**src/sv/grmc_pkg.sv**
```systemverilog
// Shared types, constants and the sine and step-size functions for the column ray marcher.
package grmc_pkg;

  localparam int MapDim = 32;
  localparam int MapBits = $clog2(MapDim);
  localparam int SineTableBits = 10;
  localparam int MaxMarchSteps = 1024;
  localparam int StepCntW = $clog2(MaxMarchSteps + 1);
  localparam int QueueDepth = 2;

  localparam logic [2:0] RegViewerX = 3'd0;
  localparam logic [2:0] RegViewerY = 3'd1;
  localparam logic [2:0] RegViewAngle = 3'd2;
  localparam logic [2:0] RegFovAngle = 3'd3;
  localparam logic [2:0] RegScreenW = 3'd4;
  localparam logic [2:0] RegScreenH = 3'd5;
  localparam logic [2:0] RegStepCap = 3'd6;

  typedef struct packed {
    logic        kind;
    logic [4:0]  row_index;
    logic [31:0] row_bits;
    logic [11:0] column;
  } item_t;

  typedef enum logic [2:0] {
    BkIdle,
    BkDiv,
    BkMarch,
    BkRead,
    BkHeight,
    BkOut
  } bk_state_e;

  // Q16 sine of a quarter-turn angle, evaluated at elaboration only.
  function automatic logic [16:0] quarter_sine_q16(input logic [13:0] r_in, input logic full);
    logic [63:0] z, z2, t, v;
    z = full ? (64'd16384 << 16) : ({50'd0, r_in} << 16);
    z2 = (z * z) >> 30;
    t = 64'd172272;
    t = 64'd5026995 - ((z2 * t) >> 30);
    t = 64'd85569306 - ((z2 * t) >> 30);
    t = 64'd693598668 - ((z2 * t) >> 30);
    t = 64'd1686629713 - ((z2 * t) >> 30);
    v = (((z * t) >> 30) + 64'd8192) >> 14;
    if (v > 64'd65536) v = 64'd65536;
    return v[16:0];
  endfunction

  // Step magnitude (0.05 * |trig|, Q16) for a quarter-turn offset r.
  function automatic logic [12:0] step_mag(input logic [13:0] r_in, input logic full);
    logic [16:0] s;
    logic [31:0] m;
    s = quarter_sine_q16(r_in, full);
    m = ({15'd0, s} * 32'd3277 + 32'd32768) >> 16;
    return m[12:0];
  endfunction

endpackage

```
**src/sv/grid_ray_march_column_unit.sv**
```systemverilog
// Top level of the column ray marcher with its register file.
// A cast word waits in a two-word queue, then is started, runs the angle divide, loads
// the step vector, marches with a step and bounds test, a map memory read and a wall
// test per step, and ends with the wall-height divide; the march of up to 1024 steps
// through the single map port sets the rate. A row word is written when accepted but
// stalls until every earlier cast has finished. A finished result is held in an output
// register, and the next cast starts only once that register is free or being read.
module grid_ray_march_column_unit import grmc_pkg::*; (
  input  logic        clk_i,
  input  logic        rst_ni,
  input  logic        psel,
  input  logic        penable,
  input  logic        pwrite,
  input  logic [4:0]  paddr,
  input  logic [31:0] pwdata,
  output logic [31:0] prdata,
  output logic        pready,
  input  logic        in_valid_i,
  output logic        in_stall_o,
  input  logic        kind_i,
  input  logic [4:0]  row_index_i,
  input  logic [31:0] row_bits_i,
  input  logic [11:0] column_i,
  output logic        out_valid_o,
  input  logic        out_stall_i,
  output logic [11:0] column_echo_o,
  output logic        left_map_o,
  output logic [9:0]  distance_steps_o,
  output logic [16:0] wall_height_o,
  output logic signed [16:0] wall_top_o,
  output logic [15:0] wall_bottom_o
);
  logic [20:0] vx_q, vy_q;
  logic [15:0] va_q;
  logic [14:0] fov_q;
  logic [11:0] sw_q, sh_q;
  logic [9:0]  cap_q;
  logic        we;
  item_t       item;
  logic        row_we, q_valid, q_pop, back_busy;
  logic [MapBits-1:0] row_addr;
  logic [31:0] row_data;
  logic [11:0] q_col;

  assign pready = 1'b1;
  assign we = psel && penable && pwrite;

  always_ff @(posedge clk_i or negedge rst_ni) begin
    if (!rst_ni) begin
      vx_q <= 21'd131072; vy_q <= 21'd131072; va_q <= '0; fov_q <= 15'd10923;
      sw_q <= 12'd800; sh_q <= 12'd600; cap_q <= 10'd200;
    end else if (we) begin
      unique case (paddr[4:2])
        RegViewerX:   vx_q <= pwdata[20:0];
        RegViewerY:   vy_q <= pwdata[20:0];
        RegViewAngle: va_q <= pwdata[15:0];
        RegFovAngle:  fov_q <= pwdata[14:0];
        RegScreenW:   sw_q <= pwdata[11:0];
        RegScreenH:   sh_q <= pwdata[11:0];
        RegStepCap:   cap_q <= pwdata[9:0];
        default: ;
      endcase
    end
  end

  always_comb begin
    unique case (paddr[4:2])
      RegViewerX:   prdata = {11'd0, vx_q};
      RegViewerY:   prdata = {11'd0, vy_q};
      RegViewAngle: prdata = {16'd0, va_q};
      RegFovAngle:  prdata = {17'd0, fov_q};
      RegScreenW:   prdata = {20'd0, sw_q};
      RegScreenH:   prdata = {20'd0, sh_q};
      RegStepCap:   prdata = {22'd0, cap_q};
      default:      prdata = '0;
    endcase
  end

  assign item = '{kind: kind_i, row_index: row_index_i, row_bits: row_bits_i,
                  column: column_i};

  grmc_front u_front (
    .clk_i, .rst_ni, .in_valid_i, .in_stall_o, .in_item_i(item),
    .row_we_o(row_we), .row_addr_o(row_addr), .row_data_o(row_data),
    .q_valid_o(q_valid), .q_column_o(q_col), .q_pop_i(q_pop),
    .back_busy_i(back_busy)
  );

  grmc_back u_back (
    .clk_i, .rst_ni, .row_we_i(row_we), .row_addr_i(row_addr), .row_data_i(row_data),
    .q_valid_i(q_valid), .q_column_i(q_col), .q_pop_o(q_pop), .busy_o(back_busy),
    .viewer_x_i(vx_q), .viewer_y_i(vy_q), .view_angle_i(va_q), .fov_angle_i(fov_q),
    .screen_w_i(sw_q), .screen_h_i(sh_q), .step_cap_i(cap_q),
    .out_valid_o, .out_stall_i, .column_echo_o, .left_map_o, .distance_steps_o,
    .wall_height_o, .wall_top_o, .wall_bottom_o
  );
endmodule

```
**src/sv/grmc_front.sv**
```systemverilog
// Front end: accepts words, writes map rows, queues cast requests.
module grmc_front import grmc_pkg::*; (
  input  logic        clk_i,
  input  logic        rst_ni,
  input  logic        in_valid_i,
  output logic        in_stall_o,
  input  item_t       in_item_i,
  output logic        row_we_o,
  output logic [MapBits-1:0] row_addr_o,
  output logic [31:0] row_data_o,
  output logic        q_valid_o,
  output logic [11:0] q_column_o,
  input  logic        q_pop_i,
  input  logic        back_busy_i
);
  logic [11:0] col_q [QueueDepth];
  logic [1:0]  cnt_q, cnt_d;
  logic        rd_q, rd_d, wr_q, wr_d;
  logic        acc, push;

  // hold a row word until every earlier cast has finished
  assign in_stall_o = (cnt_q == 2'(QueueDepth)) ||
                      (!in_item_i.kind && (q_valid_o || back_busy_i));
  assign acc = in_valid_i && !in_stall_o;
  assign push = acc && in_item_i.kind;
  assign row_we_o = acc && !in_item_i.kind && ({1'b0, in_item_i.row_index} < 6'(MapDim));
  assign row_addr_o = in_item_i.row_index[MapBits-1:0];
  assign row_data_o = in_item_i.row_bits;
  assign q_valid_o = (cnt_q != 2'd0);
  assign q_column_o = col_q[rd_q];

  always_comb begin
    cnt_d = cnt_q + 2'(push) - 2'(q_pop_i);
    rd_d = q_pop_i ? ~rd_q : rd_q;
    wr_d = push ? ~wr_q : wr_q;
  end

  always_ff @(posedge clk_i or negedge rst_ni) begin
    if (!rst_ni) begin
      cnt_q <= '0;
      rd_q <= 1'b0;
      wr_q <= 1'b0;
    end else begin
      cnt_q <= cnt_d;
      rd_q <= rd_d;
      wr_q <= wr_d;
    end
  end

  always_ff @(posedge clk_i) begin
    if (push) col_q[wr_q] <= in_item_i.column;
  end
endmodule

```
**src/sv/grmc_back.sv**
```systemverilog
// Back end: angle divide, ray march over the map memory, wall slice divide.
module grmc_back import grmc_pkg::*; (
  input  logic        clk_i,
  input  logic        rst_ni,
  input  logic        row_we_i,
  input  logic [MapBits-1:0] row_addr_i,
  input  logic [31:0] row_data_i,
  input  logic        q_valid_i,
  input  logic [11:0] q_column_i,
  output logic        q_pop_o,
  output logic        busy_o,
  input  logic [20:0] viewer_x_i,
  input  logic [20:0] viewer_y_i,
  input  logic [15:0] view_angle_i,
  input  logic [14:0] fov_angle_i,
  input  logic [11:0] screen_w_i,
  input  logic [11:0] screen_h_i,
  input  logic [9:0]  step_cap_i,
  output logic        out_valid_o,
  input  logic        out_stall_i,
  output logic [11:0] column_echo_o,
  output logic        left_map_o,
  output logic [9:0]  distance_steps_o,
  output logic [16:0] wall_height_o,
  output logic signed [16:0] wall_top_o,
  output logic [15:0] wall_bottom_o
);
  localparam int Shift = 16 - SineTableBits;
  localparam int PosW = 24;
  localparam int TabBits = SineTableBits - 2;
  localparam int TabLen = 1 << TabBits;
  localparam logic [12:0] StepFull = step_mag(14'd0, 1'b1);

  logic [31:0] map_mem [MapDim];
  logic [31:0] rd_data_q;

  bk_state_e st_q, st_d;
  logic [11:0] col_q, col_d;
  logic [26:0] num_q, num_d;   // fov*column dividend / quotient shifter
  logic [12:0] rem_q, rem_d;
  logic [4:0]  bit_q, bit_d;
  logic signed [PosW-1:0] px_q, px_d, py_q, py_d;
  logic signed [13:0] dx_q, dx_d, dy_q, dy_d;
  logic [StepCntW-1:0] stp_q, stp_d;
  logic left_q, left_d;
  logic [9:0] dist_q, dist_d;
  logic [16:0] hq_q, hq_d;
  logic [16:0] ht_q, ht_d;
  logic [MapBits-1:0] cx_q, cx_d, cy_q, cy_d;
  logic ov_q, ov_d;

  logic [11:0] width;
  logic [13:0] trial;
  logic [17:0] htrial;
  logic [15:0] angle, phase;
  logic signed [PosW-1:0] nx, ny;
  logic outside;
  logic [9:0] cap;
  logic [StepCntW-1:0] capw;
  logic [10:0] hs;

  wire  [12:0] step_tab [TabLen];
  logic [15:0] phase_c;
  logic [13:0] rs, rc;
  logic        fs, fc;
  logic [12:0] ms, mc;
  logic signed [13:0] dx_w, dy_w;

  // constant quarter-turn step table, one entry per table angle
  for (genvar k = 0; k < TabLen; k++) begin : g_step_tab
    assign step_tab[k] = step_mag(14'(k << Shift), 1'b0);
  end

  always_comb begin
    phase_c = phase + 16'd16384;
    rs = phase[14] ? (14'd0 - phase[13:0]) : phase[13:0];
    fs = phase[14] && (phase[13:0] == 14'd0);
    rc = phase_c[14] ? (14'd0 - phase_c[13:0]) : phase_c[13:0];
    fc = phase_c[14] && (phase_c[13:0] == 14'd0);
    ms = fs ? StepFull : step_tab[rs[13 -: TabBits]];
    mc = fc ? StepFull : step_tab[rc[13 -: TabBits]];
    dy_w = phase[15] ? -$signed({1'b0, ms}) : $signed({1'b0, ms});
    dx_w = phase_c[15] ? -$signed({1'b0, mc}) : $signed({1'b0, mc});
  end

  always_ff @(posedge clk_i) begin
    if (row_we_i) map_mem[row_addr_i] <= row_data_i;
    rd_data_q <= map_mem[cy_q];
  end

  assign busy_o = (st_q != BkIdle);

  always_comb begin
    st_d = st_q; col_d = col_q; num_d = num_q; rem_d = rem_q; bit_d = bit_q;
    px_d = px_q; py_d = py_q; dx_d = dx_q; dy_d = dy_q; stp_d = stp_q;
    left_d = left_q; dist_d = dist_q; hq_d = hq_q; ht_d = ht_q;
    cx_d = cx_q; cy_d = cy_q; ov_d = ov_q; q_pop_o = 1'b0;
    width = (screen_w_i == 12'd0) ? 12'd1 : screen_w_i;
    trial = {rem_q, num_q[26]} - {2'b00, width};
    angle = view_angle_i - {2'b00, fov_angle_i[14:1]} + num_q[15:0];
    phase = (angle >> Shift) << Shift;
    nx = px_q + PosW'(dx_q);
    ny = py_q + PosW'(dy_q);
    outside = nx[PosW-1] || ny[PosW-1] || (nx >= PosW'(MapDim * 65536))
              || (ny >= PosW'(MapDim * 65536));
    cap = (step_cap_i == 10'd0) ? 10'd1 : step_cap_i;
    capw = StepCntW'(cap);
    htrial = {ht_q, hq_q[16]} - {8'd0, dist_q};
    hs = screen_h_i[11:1];
    unique case (st_q)
      BkIdle: begin
        if (q_valid_i) begin
          q_pop_o = 1'b1;
          col_d = q_column_i;
          num_d = {12'd0, fov_angle_i} * {15'd0, q_column_i};
          rem_d = '0;
          bit_d = 5'd26;
          st_d = BkDiv;
        end
      end
      BkDiv: begin
        // restoring divide, one quotient bit a cycle
        if (!trial[13]) begin
          rem_d = trial[12:0];
          num_d = {num_q[25:0], 1'b1};
        end else begin
          rem_d = {rem_q[11:0], num_q[26]};
          num_d = {num_q[25:0], 1'b0};
        end
        bit_d = bit_q - 5'd1;
        if (bit_q == 5'd0) begin
          st_d = BkMarch;
          bit_d = 5'd0;
          px_d = PosW'(viewer_x_i);
          py_d = PosW'(viewer_y_i);
          stp_d = '0;
        end
      end
      BkMarch: begin
        if (stp_q == StepCntW'(0)) begin
          dx_d = dx_w;
          dy_d = dy_w;
          // first real step is taken on the next pass with dx/dy loaded
          stp_d = '0;
          st_d = BkRead;
          ov_d = 1'b1;
        end
      end
      BkRead: begin
        if (ov_q) begin
          // step, then test bounds; issue map read for the new cell
          ov_d = 1'b0;
          px_d = nx; py_d = ny;
          stp_d = stp_q + StepCntW'(1);
          cx_d = nx[16 +: MapBits];
          cy_d = ny[16 +: MapBits];
          if (outside) begin
            left_d = 1'b1;
            st_d = BkHeight;
            ov_d = 1'b1;
          end else begin
            st_d = BkOut;
          end
        end
      end
      BkOut: begin
        // wait state for registered map read
        st_d = BkHeight;
        ov_d = 1'b0;
      end
      BkHeight: begin
        if (!ov_q && bit_q != 5'd31) begin
          // map data arrived (from BkOut path)
          if (rd_data_q[cx_q]) begin
            left_d = 1'b0;
            ov_d = 1'b1;
          end else if (stp_q == StepCntW'(MaxMarchSteps)) begin
            left_d = 1'b1;
            ov_d = 1'b1;
          end else begin
            st_d = BkRead;
            ov_d = 1'b1;
          end
          if (rd_data_q[cx_q] || stp_q == StepCntW'(MaxMarchSteps)) begin
            dist_d = (stp_q < capw) ? stp_q[9:0] : cap;
            hq_d = 17'(20 * screen_h_i);
            ht_d = '0;
            bit_d = 5'd31;
          end
        end else if (ov_q && bit_q != 5'd31) begin
          dist_d = (stp_q < capw) ? stp_q[9:0] : cap;
          hq_d = 17'(20 * screen_h_i);
          ht_d = '0;
          bit_d = 5'd31;
        end else begin
          // restoring divide of 20*H by distance, 17 bits
          if (!htrial[17]) begin
            ht_d = htrial[16:0];
            hq_d = {hq_q[15:0], 1'b1};
          end else begin
            ht_d = {ht_q[15:0], hq_q[16]};
            hq_d = {hq_q[15:0], 1'b0};
          end
          num_d = {num_q[25:0], 1'b0};
          rem_d = rem_q + 13'd1;
          if (rem_q[4:0] == 5'd16) begin
            st_d = BkIdle;
            ov_d = 1'b1;
          end
        end
        if (bit_q != 5'd31 && (ov_d && st_d == BkHeight)) rem_d = '0;
      end
      default: st_d = BkIdle;
    endcase
    // result register handoff
    if (st_q == BkHeight && st_d == BkIdle) st_d = BkIdle;
    if (out_valid_o && out_stall_i && st_q == BkIdle) begin
      st_d = BkIdle; q_pop_o = 1'b0; col_d = col_q; num_d = num_q; rem_d = rem_q;
      bit_d = bit_q;
    end
  end

  logic done, ovl_q;
  assign done = (st_q == BkHeight) && (st_d == BkIdle);

  always_ff @(posedge clk_i or negedge rst_ni) begin
    if (!rst_ni) begin
      st_q <= BkIdle;
      ovl_q <= 1'b0;
    end else begin
      st_q <= st_d;
      if (done) ovl_q <= 1'b1;
      else if (!out_stall_i) ovl_q <= 1'b0;
    end
  end

  always_ff @(posedge clk_i) begin
    col_q <= col_d; num_q <= num_d; rem_q <= rem_d; bit_q <= bit_d;
    px_q <= px_d; py_q <= py_d; dx_q <= dx_d; dy_q <= dy_d; stp_q <= stp_d;
    left_q <= left_d; dist_q <= dist_d; hq_q <= hq_d; ht_q <= ht_d;
    cx_q <= cx_d; cy_q <= cy_d; ov_q <= ov_d;
    if (done) begin
      column_echo_o <= col_q;
      left_map_o <= left_q;
      distance_steps_o <= dist_q;
      wall_height_o <= hq_d;
      wall_top_o <= $signed({6'd0, hs}) - $signed({1'b0, hq_d[16:1]});
      wall_bottom_o <= 16'({5'd0, hs} + hq_d[16:1]);
    end
  end

  assign out_valid_o = ovl_q;
endmodule
```
**config.mk**
```make
export PLATFORM = sky130hd
export DESIGN_NAME = grid_ray_march_column_unit
export DESIGN_NICKNAME = d
export VERILOG_FILES = /design/src/sv/grmc_pkg.sv /design/src/sv/grid_ray_march_column_unit.sv /design/src/sv/grmc_front.sv /design/src/sv/grmc_back.sv
export SDC_FILE = /design/constraint.sdc
export NUM_CORES = 2
export LEC_CHECK = 0
export BUFFER_PORTS_ARGS = -buffer_cell sky130_fd_sc_hd__buf_4
export CAP_MARGIN = 20
export CORE_ASPECT_RATIO = 0.6
export CORE_MARGIN = 2
export CORE_UTILIZATION = 30
export CTS_BUF_LIST = sky130_fd_sc_hd__clkbuf_4
export CTS_CLUSTER_DIAMETER = 60
export DETAILED_ROUTE_END_ITERATION = 12
export GPL_TIMING_DRIVEN = 0
export PLACE_DENSITY_LB_ADDON = 0.12
export SETUP_SLACK_MARGIN = 0.3
export SYNTH_ARGS = -nofsm -noshare
export SYNTH_HDL_FRONTEND = slang
export SYNTH_HIERARCHICAL = 1
export SYNTH_SLANG_ARGS = --single-unit
```
**constraint.sdc**
```tcl
create_clock -name clk_i -period 10.2 [get_ports clk_i]
set_input_delay 0 -clock clk_i [delete_from_list [all_inputs] [get_ports clk_i]]
set_output_delay 0 -clock clk_i [all_outputs]
set_load 0.02 [all_outputs]
```
**After elaboration in Yosys (flattened, before gate mapping)**

Memories as Yosys holds them, arrays and structs flattened. A register that Yosys moved wholly into a read port is not among the register bits.
Cells that the tools add are included.

- Output and inout port bits: 108
- Logic and storage cells: 256
- Bits of input ports: 94
- RAM bits: 1048
- Bits in read-only memories: 6656
- Register bits: 388
- Memories: 4

Memory list:

| memory | words | bits a word | rd ports | clocked after Yosys merged registers in | write ports | line | text |
|---|---|---|---|---|---|---|---|
| (no name shown) | 256 | 13 | 1 | 0 | 0 | grmc_back.sv:81 | `mc = fc ? StepFull : step_tab[rc[13 -: TabBits]];` |
| (no name shown) | 256 | 13 | 1 | 0 | 0 | grmc_back.sv:80 | `ms = fs ? StepFull : step_tab[rs[13 -: TabBits]];` |
| u_back.map_mem | 32 | 32 | 1 | 1 | 1 | grmc_back.sv:34 | `logic [31:0] map_mem [MapDim];` |
| u_front.col_q | 2 | 12 | 1 | 0 | 1 | grmc_front.sv:16 | `logic [11:0] col_q [QueueDepth];` |

- Bitwise logic cells: 5
- $mul: 2
- Equal/unequal tests: 31
- Reductions and logical operators: 62
- Order comparisons: 6
- Add/sub/neg operators: 18
- Mux-type cells: 92

Operator list:

| kind | number |
|---|---|
| $mux W13 | 13 |
| $pmux W21 S7 | 1 |
| $mux W17 | 8 |
| $mux W24 | 4 |
| $pmux W24 S2 | 2 |
| $mux W27 | 3 |
| $pmux W27 S3 | 1 |
| $mux W10 | 5 |
| $add A24 B14 Y24 | 2 |
| $ge A24 B23 Y1 const B | 2 |
| $pmux W13 S3 | 1 |
| $mux W3 | 12 |
| $mux W11 | 3 |
| $pmux W11 S3 | 1 |
| $logic_not A14 Y1 | 2 |
| $mux W14 | 2 |
| $neg A13 Y14 | 2 |
| $sub A1 B14 Y14 const A | 2 |
| $mul A15 B12 Y27 | 1 |
| $mux W1 | 25 |
| $mux W5 | 5 |
| $reduce_and A2 Y1 | 11 |
| $reduce_and A5 Y1 | 4 |
| $eq A3 B3 Y1 const B | 6 |
| 47 further kinds | 98 |

**Logic depth before layout (Yosys ltp)**

- Word-level depth: 14
- Depth in mapped cells: 35

**Cells and area by module**

The synthesis kept the hierarchy.

Modules (own cells, without submodules):

| module | cells each | sequential area each (um^2) | times used | area each (um^2) |
|---|---|---|---|---|
| grmc_back | 5173 | 39487.9 | 1 | 70443.8 |
| grid_ray_march_column_unit | 362 | 2702.6 | 1 | 5039.8 |
| grmc_front | 94 | 820.8 | 1 | 1411.4 |

**Worst setup path before layout**

No wires, ideal clock.

- Path type: reg2reg
- Start: register fov_q[4]
- End: register u_back.dy_q[11], data pin
- Path slack: 2.601 ns
- Clock period less this slack: 7.599 ns
- Path buffers: 7
- Data arrival time: 7.332 ns
- Setup time: 0.267 ns
- Cell stages (with the launch flop): 30
- Path through: dfrtp_1 > clkbuf_1 > inv_1 > fa_1 > ha_1 > nor3_1 > a21oi_1 > a21oi_1 > xnor2_2 > inv_1 > clkbuf_1 > clkbuf_1 > clkbuf_1 > ha_1 > clkbuf_1 > nand3_1 > nand2_1 > inv_1 > clkbuf_1 > ha_1 > clkbuf_1 > xnor2_1 > or3_1 > a31oi_1 > o21ai_0 > or4_1 > o21a_1 > or4_4 > o41ai_2 > xnor2_1

- Longest elaborated chain between the ends: 11
- Elaborated cells between the ends (all ways): 13

RTL lines:

| element | line | text |
|---|---|---|
| start, declared | grid_ray_march_column_unit.sv:35 | `logic [14:0] fov_q;` |
| start signal, assigned | grid_ray_march_column_unit.sv:57 | `RegFovAngle: fov_q <= pwdata[14:0];` |
| $sub A16 B14 Y16 * | grmc_back.sv:100 | `angle = view_angle_i - {2'b00, fov_angle_i[14:1]} + num_q[15:0];` |
| $add A16 B16 Y16 * | grmc_back.sv:100 |  |
| $sub A1 B14 Y14 | grmc_back.sv:76 | `rs = phase[14] ? (14'd0 - phase[13:0]) : phase[13:0];` |
| $mux W14 | grmc_back.sv:76 |  |
| $not A8 Y9 (implied by the code) | grmc_back.sv:80 |  |
| $mem_v2 Z256 W13 | -- |  |
| $mux W13 (implied by the code) (2 in series) | grmc_back.sv:80 |  |
| $mux W13 | grmc_back.sv:80 |  |
| $neg A13 Y14 | grmc_back.sv:82 | `dy_w = phase[15] ? -$signed({1'b0, ms}) : $signed({1'b0, ms});` |
| $mux W13 * | grmc_back.sv:82 |  |
| net u_back.dy_w[11] | grmc_back.sv:67 | `logic signed [13:0] dx_w, dy_w;` |
| end signal, assigned | grmc_back.sv:239 | `px_q <= px_d; py_q <= py_d; dx_q <= dx_d; dy_q <= dy_d; stp_q <= stp_d;` |
| end, declared | grmc_back.sv:43 | `logic signed [13:0] dx_q, dx_d, dy_q, dy_d;` |

Mark *: on every way through the listed nets, which the timed path passes. The rest lies on a longest branch. The select of a mux whose other input is x is not followed.
A chain may end at the register's enable or synchronous reset.

**Worst setup path in the final report**

- Start: register fov_q[4]
- End: register u_back.dx_q[11], data pin

- Longest elaborated chain between the ends: 12
- Elaborated cells between the ends (all ways): 14

RTL lines:

| element | line | text |
|---|---|---|
| $sub A16 B14 Y16 * | grmc_back.sv:100 |  |
| $add A16 B16 Y16 * | grmc_back.sv:100 |  |
| $add A16 B15 Y16 * | grmc_back.sv:75 | `phase_c = phase + 16'd16384;` |
| $sub A1 B14 Y14 | grmc_back.sv:78 | `rc = phase_c[14] ? (14'd0 - phase_c[13:0]) : phase_c[13:0];` |
| $mux W14 | grmc_back.sv:78 |  |
| $not A8 Y9 (implied by the code) | grmc_back.sv:81 |  |
| $mem_v2 Z256 W13 | -- |  |
| $mux W13 (implied by the code) (2 in series) | grmc_back.sv:81 |  |
| $mux W13 | grmc_back.sv:81 |  |
| $neg A13 Y14 | grmc_back.sv:83 | `dx_w = phase_c[15] ? -$signed({1'b0, mc}) : $signed({1'b0, mc});` |
| $mux W13 * | grmc_back.sv:83 |  |
| net u_back.dx_w[11] | grmc_back.sv:67 |  |
| end signal, assigned | grmc_back.sv:239 |  |
| end, declared | grmc_back.sv:43 |  |

Marked as above.

==> impl_metrics.sql <==
INSERT INTO impl_metrics (metric_group, metric, value, unit) VALUES
('cts', 'path_clk_slew', '0.07', 'ns'),
('sta', 'report.final.slew_viol_count', '0', ''),
('sta', 'rsz0062_at_grt', 'no', ''),
('global_routing', 'grt_first_pass_wirelength', '412', 'mm'),
('cts', 'cts_buffers', '368', ''),
('sta', 'final.setup_skew', '0.126', 'ns'),
('worst_setup_path', 'worst_setup_path_start_kind', 'flip-flop', ''),
('global_routing', 'number_of_global_route_vias_before_repair', '53586', ''),
('worst_hold_path', 'min_path_type', 'in -> reg', ''),
('sta', 'number_of_setup_violations_in_the_final_report', '0', ''),
('cells_and_area', 'area_delta_synth_final', '19.5', '%'),
('placed_design', 'place.port_buffers', '138', ''),
('synthesis', 'synthFlopType', 'sky130_fd_sc_hd__edfxtp_1', ''),
('die', 'fp.dieArea', '0.261', 'mm²'),
('worst_setup_path', 'crit_path_max_incr_delay', '0.66', 'ns'),
('cells_and_area', 'final.fill_count', '24840', ''),
('synthesis', 'yosys_warnings', '6', ''),
('drt', 'drt_iter0_markers', '6549', ''),
('drt', 'drt_drc_violations_left', '0', ''),
('cts', 'insertion_delay', '1.24', 'ns'),
('outcome', 'run_status', 'finished clean', ''),
('placed_design', 'final_replace_weighted_congestion', '0.977', ''),
('sta', 'hold_violations', '0', ''),
('job', 'max-cap-violations', '0', ''),
('global_routing', 'groute.usage.overall', '22.0', '%'),
('worst_setup_path', 'worst_path_max_delay_cell', 'sky130_fd_sc_hd__clkbuf_1', ''),
('drt', 'route.detailed.wl_per_inst', '28.7', 'µm'),
('drt', 'vias', '54884', ''),
('synthesis', 'synthesis.area_per_instance', '13.7', 'µm²'),
('cts', 'tritoncts', 'built', ''),
('worst_setup_path', 'worst-endpoint-required', '11.11', 'ns'),
('cells_and_area', 'utilization', '36.2', '%'),
('global_routing', 'total_overflow_reported_by_the_global_router', '0', ''),
('drt', 'wl', '292', 'mm'),
('die', 'die_height', '396', 'µm'),
('cts', 'cts.root.buffer_cell', 'sky130_fd_sc_hd__clkbuf_4', ''),
('die', 'coreArea', '0.254', 'mm²'),
('sta', 'timing.max_slew.rel_slack', '16.8', '%'),
('die', 'die_width', '658', 'µm'),
('drt', 'postRouteAntennaNets', '0', ''),
('worst_setup_path', 'worst-setup-path-type', 'reg -> reg', ''),
('synthesis', 'synth.cell_area', '0.0769', 'mm²'),
('drt', 'detail_route.vias_per_cell', '5.39', ''),
('drt', 'drt-pass1-iter-count', '8', ''),
('synthesis', 'synth-seq-area-share', '55.9', '%'),
('sta', 'final.period_utilization', '94.8', '%'),
('cells_and_area', 'final_layout_size_suffix_gt1_share', '25.0', '%'),
('cells_and_area', 'nNetsFinal', '6975', ''),
('cts', 'clock_tree.buffer_depth', '4', ''),
('cts', 'cts.sink_count', '1467', ''),
('worst_setup_path', 'cp-end-kind', 'flip-flop', ''),
('synthesis', 'ys_types', '114', ''),
('placed_design', 'detailedPlacementHpwl', '217', 'mm'),
('worst_setup_path', 'cpLargestDelayFamily', 'buffers and inverters', ''),
('sta', 'achievable_frequency', '103', 'MHz'),
('worst_setup_path', 'worst_ep_arrival_time', '10.58', 'ns'),
('sta', 'fin_crit', '9.67', 'ns'),
('worst_setup_path', 'critPathBufInv', '11', ''),
('die', 'ioPinCount', '202', ''),
('global_routing', 'grt_antenna_before_repair', '15', ''),
('worst_setup_path', 'worst-path-max-fanout', '12', ''),
('sta', 'worst_slew_pin_slew', '1.24', 'ns'),
('synthesis', 'postSynthRegisterBits', '1467', ''),
('global_routing', 'grt_start_max_net_pins', '79', ''),
('synthesis', 'post_synth_inst_count', '5629', ''),
('die', 'start_util', '30.3', '%'),
('cts', 'cts_max_level', '5', ''),
('synthesis', 'ys_async_sr_fraction', '7.84', '%'),
('die', 'floorplan.rows', '143', ''),
('synthesis', 'synth_edf_count', '1303', '');
==> sequential cells by signal, summed over array words and instances (netlist names), 21 cells and up <==
name and cells:
vx_q 21, u_front/col_q 24, u_back/rd_data_q 32, u_back/px_q 24, vy_q 21, u_back/map_mem 1024, u_back/num_q 27, u_back/py_q 24
==> Yosys cell counts, types with 22 or more instances <==
| cell | n | share of area (%) |
|---|---|---|
| sky130_fd_sc_hd__a31oi_1 | 58 | 0.47 |
| sky130_fd_sc_hd__nor3_1 | 93 | 0.61 |
| sky130_fd_sc_hd__and3_1 | 22 | 0.18 |
| sky130_fd_sc_hd__xor2_1 | 61 | 0.69 |
| sky130_fd_sc_hd__buf_1 | 39 | 0.19 |
| sky130_fd_sc_hd__mux4_2 | 333 | 9.8 |
| sky130_fd_sc_hd__o21bai_1 | 22 | 0.21 |
| sky130_fd_sc_hd__mux2i_1 | 61 | 0.79 |
| sky130_fd_sc_hd__a21o_1 | 34 | 0.33 |
| sky130_fd_sc_hd__o21a_1 | 33 | 0.32 |
| sky130_fd_sc_hd__and2_1 | 69 | 0.56 |
| sky130_fd_sc_hd__inv_1 | 336 | 1.6 |
| sky130_fd_sc_hd__edfxtp_1 | 1303 | 51 |
| sky130_fd_sc_hd__dfrtp_1 | 95 | 3.1 |
| sky130_fd_sc_hd__o22ai_1 | 41 | 0.33 |
| sky130_fd_sc_hd__nand3_1 | 86 | 0.56 |
| sky130_fd_sc_hd__mux2_2 | 173 | 2.5 |
| sky130_fd_sc_hd__nand2_1 | 466 | 2.3 |
| sky130_fd_sc_hd__a21oi_1 | 233 | 1.5 |
| sky130_fd_sc_hd__nor2b_1 | 24 | 0.20 |
| sky130_fd_sc_hd__xnor2_1 | 131 | 1.5 |
| sky130_fd_sc_hd__buf_4 | 63 | 0.62 |
| sky130_fd_sc_hd__o31ai_1 | 27 | 0.26 |
| sky130_fd_sc_hd__a21boi_0 | 23 | 0.22 |
| sky130_fd_sc_hd__a221oi_1 | 31 | 0.35 |
| sky130_fd_sc_hd__nor4_1 | 25 | 0.20 |
| sky130_fd_sc_hd__o211ai_1 | 41 | 0.40 |
| sky130_fd_sc_hd__nand2b_1 | 24 | 0.20 |
| sky130_fd_sc_hd__dfxtp_1 | 49 | 1.3 |
| sky130_fd_sc_hd__ha_1 | 248 | 4.0 |
| sky130_fd_sc_hd__o21ai_0 | 222 | 1.4 |
| sky130_fd_sc_hd__buf_2 | 57 | 0.37 |
| sky130_fd_sc_hd__nor2_1 | 306 | 1.5 |
| sky130_fd_sc_hd__fa_1 | 150 | 3.9 |
| sky130_fd_sc_hd__a211oi_1 | 50 | 0.49 |
| sky130_fd_sc_hd__clkbuf_1 | 203 | 0.99 |
==> per-stage QoR <==
stage	std cells	worst slack, ns	setup TNS (ns)	hold WS, ns	instance area, µm²
finish	10179	0.531	0	0.179	91900
CTS	10133	0.303	0	0.00293	91300
detailed placement	9295	-1.94	-37.33	-0.0600	84600
global route	10175	0.364	0	0.0574	91900
floorplan	5639	2.60	0	-0.296	76900
global placement	9184	-3.48	-77.11	0.187	82200
==> layout by cell type, fill, tap and decap left out, drive strengths merged, types with 41 or more instances in the layout <==
cell type and count:
edfxtp 1303, clkbuf 772, nand2 468, buf 453, inv 345, mux4 333, nor2 312, ha 248
a21oi 235, o21ai 231, dlygate4sd3 182, mux2 182, fa 150, xnor2 134, dfrtp 95, nor3 95
nand3 88, and2 69, clkinv 69, mux2i 61, xor2 61, a31oi 60, a211oi 52, dfxtp 49
o211ai 42, o22ai 41
==> final timing paths <==
path / startpoint / end / slack, ns / cells past startpoint
setup / recovery: fov_q[4]$_DFFE_PN0P_ / u_back/dx_q[11]$_DFFE_PP_ / 0.53 / 30
hold reg to reg: u_back/col_q[11]$_DFFE_PP_ / u_back/column_echo_o[11]$_DFFE_PP_ / 0.41 / 0
setup reg to reg: fov_q[4]$_DFFE_PN0P_ / u_back/dx_q[11]$_DFFE_PP_ / 0.53 / 30
min in group asynchronous: rst_ni / u_front/wr_q$_DFFE_PN0P_ / 0.34 / 5
hold / removal: row_index_i[4] / u_back/map_mem[4][28]$_DFFE_PP_ / 0.18 / 4
max in group asynchronous: rst_ni / vx_q[17]$_DFFE_PN1P_ / 9.12 / 6
==> cells by family after synthesis <==
| kind of cell | after synthesis | synth area share (%) |
|---|---|---|
| simple gates | 1220 | 7.35 |
| other cells | 2 | 0.00977 |
| flops | 1467 | 55.9 |
| buf+inv | 712 | 3.95 |
| fa+ha+maj | 398 | 7.94 |
| mux | 576 | 13.3 |
| compound gates | 1058 | 9.27 |
| xor+xnor | 196 | 2.28 |
==> worst register-to-register path, delay by kind of cell, from the launching register on <==
kind / cells / cell delay, ns
XOR/XNOR: 3 / 0.64
flip-flops: 1 / 0.50
AND/OR/NAND/NOR: 4 / 1.08
AO/OA/AOI/OAI: 8 / 2.44
adder cells (fa/ha/maj): 4 / 1.59
buffers and inverters: 11 / 3.11
==> area by class of cell <==
cell class              instances  area (µm²)  share of cell area, %
flip-flops and latches       1467       43000                   46.8
plain buffers                 370        1800                   1.96
multi-input cells            3460       31300                   34.1
clock inverters                81         389                  0.423
diodes                         13        32.5                 0.0354
inverters                     342        1300                   1.41
clock buffers                 565        4240                   4.61
well taps                    3407        4260                   4.64
repair buffers                474        5580                   6.07
==> per-layer routing <==
metal | global-route usage [%] | vias to the layer above | routed length (µm)
met5 | 0 | - | 46
met4 | 4.16 | 8 | 4150
met3 | 6.60 | 336 | 30400
met2 | 26.9 | 2622 | 107000
met1 | 36.6 | 28566 | 151000
li1 | - | 23352 | -
==> what timing repair did <==
item                                    in CTS  in global routing
endpoints found under the hold margin     2356                  0
cloned                                       0                  0
pin swaps                                    1                  0
resized for setup                           29                 18
hold buffers                               189                  0
endpoints found under the setup margin      28                 23
setup buffers                                3                  2
Power is left out: the tool's default activity adds up to more than one toggle a clock period on the data nets, which glitch-free logic cannot reach.
